<file path="src/hdl/ptw_pkg.sv">
// ----------------------------------------------------------------------------
// ptw_pkg
// Shared types, constants and the microcode store for the four-level page
// table walker.
// ----------------------------------------------------------------------------
package ptw_pkg;

   // Address geometry
   localparam int VA_W        = 48;
   localparam int PA_W        = 52;
   localparam int WORD_W      = 64;
   localparam int IDX_BITS    = 9;
   localparam int PAGE_SHIFT  = 12;
   localparam int ENTRY_SHIFT = 3;
   localparam int LEVELS      = 4;
   localparam int LVL_W       = 2;

   // Index positions inside the virtual address, top level first
   localparam int L0_SHIFT = 39;
   localparam int L1_SHIFT = 30;
   localparam int L2_SHIFT = 21;
   localparam int L3_SHIFT = 12;

   // Micro-operations driven into the datapath
   typedef enum logic [2:0] {
      OP_IDLE,
      OP_ADDR,
      OP_SCAN,
      OP_NOP,
      OP_CHECK,
      OP_RESP
   } uop_type;

   // Branch conditions evaluated by the sequencer
   typedef enum logic [2:0] {
      COND_ALWAYS,
      COND_XLATE,
      COND_SCAN_DONE,
      COND_WALK_STOP,
      COND_OUT_FREE
   } cond_type;

   localparam int STEP_W = 3;
   typedef logic [STEP_W-1:0] step_type;

   // Microcode addresses
   localparam step_type STEP_IDLE  = 3'd0;
   localparam step_type STEP_ADDR  = 3'd1;
   localparam step_type STEP_SCAN  = 3'd2;
   localparam step_type STEP_DRAIN = 3'd3;
   localparam step_type STEP_CHECK = 3'd4;
   localparam step_type STEP_RESP  = 3'd5;

   // One control word: operation, branch condition, taken / not-taken targets
   typedef struct packed {
      uop_type  op;
      cond_type cond;
      step_type target_true;
      step_type target_false;
   } ucode_type;

   // Status flags fed back from the datapath to the sequencer
   typedef struct packed {
      logic xlate_go;
      logic scan_done;
      logic walk_stop;
      logic out_free;
   } status_type;

   // Control store
   function automatic ucode_type ucode_rom(step_type step);
      ucode_type word;
      unique case (step)
         STEP_IDLE:  word = '{OP_IDLE,  COND_XLATE,     STEP_ADDR,  STEP_IDLE};
         STEP_ADDR:  word = '{OP_ADDR,  COND_ALWAYS,    STEP_SCAN,  STEP_SCAN};
         STEP_SCAN:  word = '{OP_SCAN,  COND_SCAN_DONE, STEP_DRAIN, STEP_SCAN};
         STEP_DRAIN: word = '{OP_NOP,   COND_ALWAYS,    STEP_CHECK, STEP_CHECK};
         STEP_CHECK: word = '{OP_CHECK, COND_WALK_STOP, STEP_RESP,  STEP_ADDR};
         STEP_RESP:  word = '{OP_RESP,  COND_OUT_FREE,  STEP_IDLE,  STEP_RESP};
         default:    word = '{OP_IDLE,  COND_ALWAYS,    STEP_IDLE,  STEP_IDLE};
      endcase
      return word;
   endfunction

endpackage

</file>
<file path="src/hdl/ptw_sequencer.sv">
// ----------------------------------------------------------------------------
// ptw_sequencer
// Step counter over the microcode store; picks the next step from the
// branch condition of the current control word.
// ----------------------------------------------------------------------------
module ptw_sequencer (
   input  logic                clock,
   input  logic                reset,
   input  ptw_pkg::status_type status,
   output ptw_pkg::uop_type    op
);
   import ptw_pkg::*;

   step_type  step_ff;
   step_type  step_in;
   ucode_type word;
   logic      taken;

   // Fetch
   assign word = ucode_rom(step_ff);
   assign op   = word.op;

   // Branch evaluation
   always_comb begin
      unique case (word.cond)
         COND_ALWAYS:    taken = 1'b1;
         COND_XLATE:     taken = status.xlate_go;
         COND_SCAN_DONE: taken = status.scan_done;
         COND_WALK_STOP: taken = status.walk_stop;
         COND_OUT_FREE:  taken = status.out_free;
         default:        taken = 1'b1;
      endcase
      step_in = taken ? word.target_true : word.target_false;
   end

   always_ff @(posedge clock) begin
      if (reset) begin
         step_ff <= STEP_IDLE;
      end else begin
         step_ff <= step_in;
      end
   end

   // Checks
   a_scan_exit: assert property (@(posedge clock) disable iff (reset)
      (step_ff == STEP_SCAN && status.scan_done) |=> step_ff == STEP_DRAIN)
      else $error("scan did not exit to drain");

   a_xlate_start: assert property (@(posedge clock) disable iff (reset)
      (step_ff == STEP_IDLE && status.xlate_go) |=> step_ff == STEP_ADDR)
      else $error("translate request did not start a walk");

   a_resp_hold: assert property (@(posedge clock) disable iff (reset)
      (step_ff == STEP_RESP && !status.out_free) |=> step_ff == STEP_RESP)
      else $error("result dropped while output busy");

endmodule

</file>
<file path="config.mk">
export PLATFORM = sky130hd
export DESIGN_NAME = ptw_sequencer
export DESIGN_NICKNAME = d
export VERILOG_FILES = /design/src/hdl/ptw_pkg.sv /design/src/hdl/ptw_sequencer.sv
export SDC_FILE = /design/constraint.sdc
export NUM_CORES = 1
export LEC_CHECK = 0
export BUFFER_PORTS_ARGS = -buffer_cell sky130_fd_sc_hd__buf_2
export CORE_AREA = 2 2 39 41
export DETAILED_ROUTE_END_ITERATION = 7
export DIE_AREA = 0 0 41 43
export HOLD_SLACK_MARGIN = 0.08
export PLACE_DENSITY_LB_ADDON = 0.2
export SYNTH_ARGS = -nofsm -noshare
export SYNTH_HDL_FRONTEND = slang
export SYNTH_SLANG_ARGS = --single-unit
</file>
<file path="constraint.sdc">
create_clock -name clock -period 2.9 [get_ports clock]
set_input_delay 0.29 -clock clock [delete_from_list [all_inputs] [get_ports clock]]
set_output_delay 0.29 -clock clock [all_outputs]
set_load 0.1 [all_outputs]
</file>
==> flow_metrics.tcl <==
set metrics [dict create \
    die_width_um 41 \
    drt_iter0_drc 5 \
    synth.ff_latch_count 3 \
    largest_reg_flops 3 \
    muxShareOfSynthArea_pct 0 \
    cts-resized-gates 0 \
    routedWlPerCell_um 9.00 \
    synthAdderAreaFrac_pct 0 \
    slew_violations 0 \
    cts_buffer_depth 2 \
    ctsHoldBuffers 0 \
    totalWireLength_um 414 \
    postSynthAreaPerCell_um2 8.76 \
    clock.fmax_ghz 0.634 \
    grt-ovfl-total 0 \
    clock_sinks 3 \
    die_h_um 43 \
    drive_above_1_share_pct 43.3 \
    vias_per_cell 3.80 \
    grt_antenna_before_repair 0 \
    status "complete, no violations" \
    critical_path_arrival_ns 1.29 \
    rsz0062_at_grt "false" \
    cts_setup_buffers 0 \
    final_cell_mix "8 x buf_2, 3 x clkbuf_4, 3 x dfxtp_1" \
    cp-start-kind "flip-flop" \
    cts_tree "built" \
    peakVddDrop_v 0.000219 \
    cts.htree.levels 1 \
    cp.required_ns 2.61 \
    grt_pass1_wl_um 731 \
    hpwl_um 307 \
    diodes 0 \
    nets 37 \
    antenna_left 0 \
    drc 0 \
    powerDensity_nw_per_um2 766 \
    start_util_pct 11.4 \
    synth_top_family_by_area "simple AND/OR/NAND/NOR gates" \
    worst_pin_slew_ns 0.486 \
    port_buffers 8 \
    post-route-period-util_pct 54.3 \
    grt_max_degree 8 \
    cts_root_buf "clkbuf_4" \
    reg.largest.list "step_ff (3)" \
    setup_viol 0 \
    synth-simple-area-share_pct 38.1 \
    tns_ns 0 \
    drv_cap 0 \
    grt_pass1_vias 173 \
    yosysSeqAreaShare_pct 38.1 \
    syn_area_um2 158 \
    hold_path_class "in2reg" \
    fin_crit_ns 1.58 \
    dieArea_um2 1760 \
    crit_fanout 7 \
    synth.distinct_cells 14 \
    dr_total_vias 175 \
    worstSetupPathType "reg2out" \
    fillers 153 \
    clock_latency_ns 0.23 \
    netlist_instances 18 \
    reg2reg_setup_slack_ns 1.91 \
    skew_ns 0.000249 \
    p_leak_nw 0.102 \
    io_pins 9 \
    core_um2 1380 \
    syn2layout_area_growth_pct 54.8 \
    path_clk_slew_ns 0.04 \
    mostFrequentLayoutCell "buf_2" \
    grt_usage_pct 7.02 \
    gp_congestion 0.710 \
    drtPass1Iterations 4 \
    largest-register "step_ff" \
    synth-compound-area-share_pct 18.3 \
    rows 14 \
    numCtsBuffers 3 \
    synth.net_count 24 \
    synth_warnings 0 \
    power.total_mw 0.187 \
    synth-xor-area-share_pct 5.56 \
    slew_headroom_pct 67.8 \
    finalHoldViolations 0 \
    endpoint_kind "primary output" \
]
[power breakdown]
group	total, mW	internal, mW	switching (mW)
logic	0.0604	0.0171	0.0433
clock network	0.0732	0.0516	0.0216
registers	0.0534	0.0462	0.00724
total	0.187	0.115	0.0721
[cells in the mapped netlist, drive strengths merged]
cell type,n,area [µm²]
a21boi,1,7.51
a21oi,1,5.00
a31oi,1,6.26
and2b,2,18.8
dfxtp,3,60.1
nand2,1,3.75
nand3b,1,7.51
nor2,1,3.75
nor2b,2,12.5
nor3,1,5.00
o21ai,2,10.0
or3b,1,8.76
xnor2,1,8.76
[path summary, 6_finish.rpt]
path	cells after the start	startpoint	endpoint
max reg2reg	2	step_ff[2]$_SDFF_PP0_	step_ff[0]$_SDFF_PP0_
min	2	reset	step_ff[0]$_SDFF_PP0_
max	2	step_ff[0]$_SDFF_PP0_	op[0]
min reg2reg	1	step_ff[2]$_SDFF_PP0_	step_ff[1]$_SDFF_PP0_
[worst max-delay path: stages, from the launching register on]
cell      delay (ns)
dfxtp_1         0.42
a21boi_0        0.19
buf_2           0.44
[metrics by stage]
stage,setup slack [ns],util [%],instances,hold slack (ns),area [µm²]
6_report,1.32,17.6,46,0.250,244
5_1_grt,1.23,17.6,46,0.241,244
4_1_cts,1.31,17.6,46,0.243,244
3_5_place_dp,1.57,15.7,42,0.492,218
3_3_place_gp,1.58,15.7,42,0.487,218
2_1_floorplan,0.00167,-,18,0.359,158
[metal layers]
metal | track usage, % | wire (µm) | vias up
met1 | 9.62 | 222 | 76
met4 | 6.00 | 0 | 0
met3 | 6.28 | 60 | 0
met2 | 5.94 | 131 | 11
li1 | - | - | 88
met5 | 0 | 0 | -
[final cells by class]
class | instances | area (µm²) | share of cell area, %
repair buffers | 8 | 40.0 | 16.4
multi-input cells | 15 | 97.6 | 40.0
clock buffers | 4 | 26.3 | 10.8
flip-flops and latches | 3 | 60.1 | 24.6
well taps | 16 | 20.0 | 8.21
[cells by family (layout without fill, tap and decap cells)]
kind of cell              count (synthesis)  count (layout)
and+or+nand+nor                           9               9
AOI/OAI and AO/OA                         5               5
DFF                                       3               3
xor gates and xnor gates                  1               1
buffers and inverters                     0              12
(Power assumes the default switching activity.)
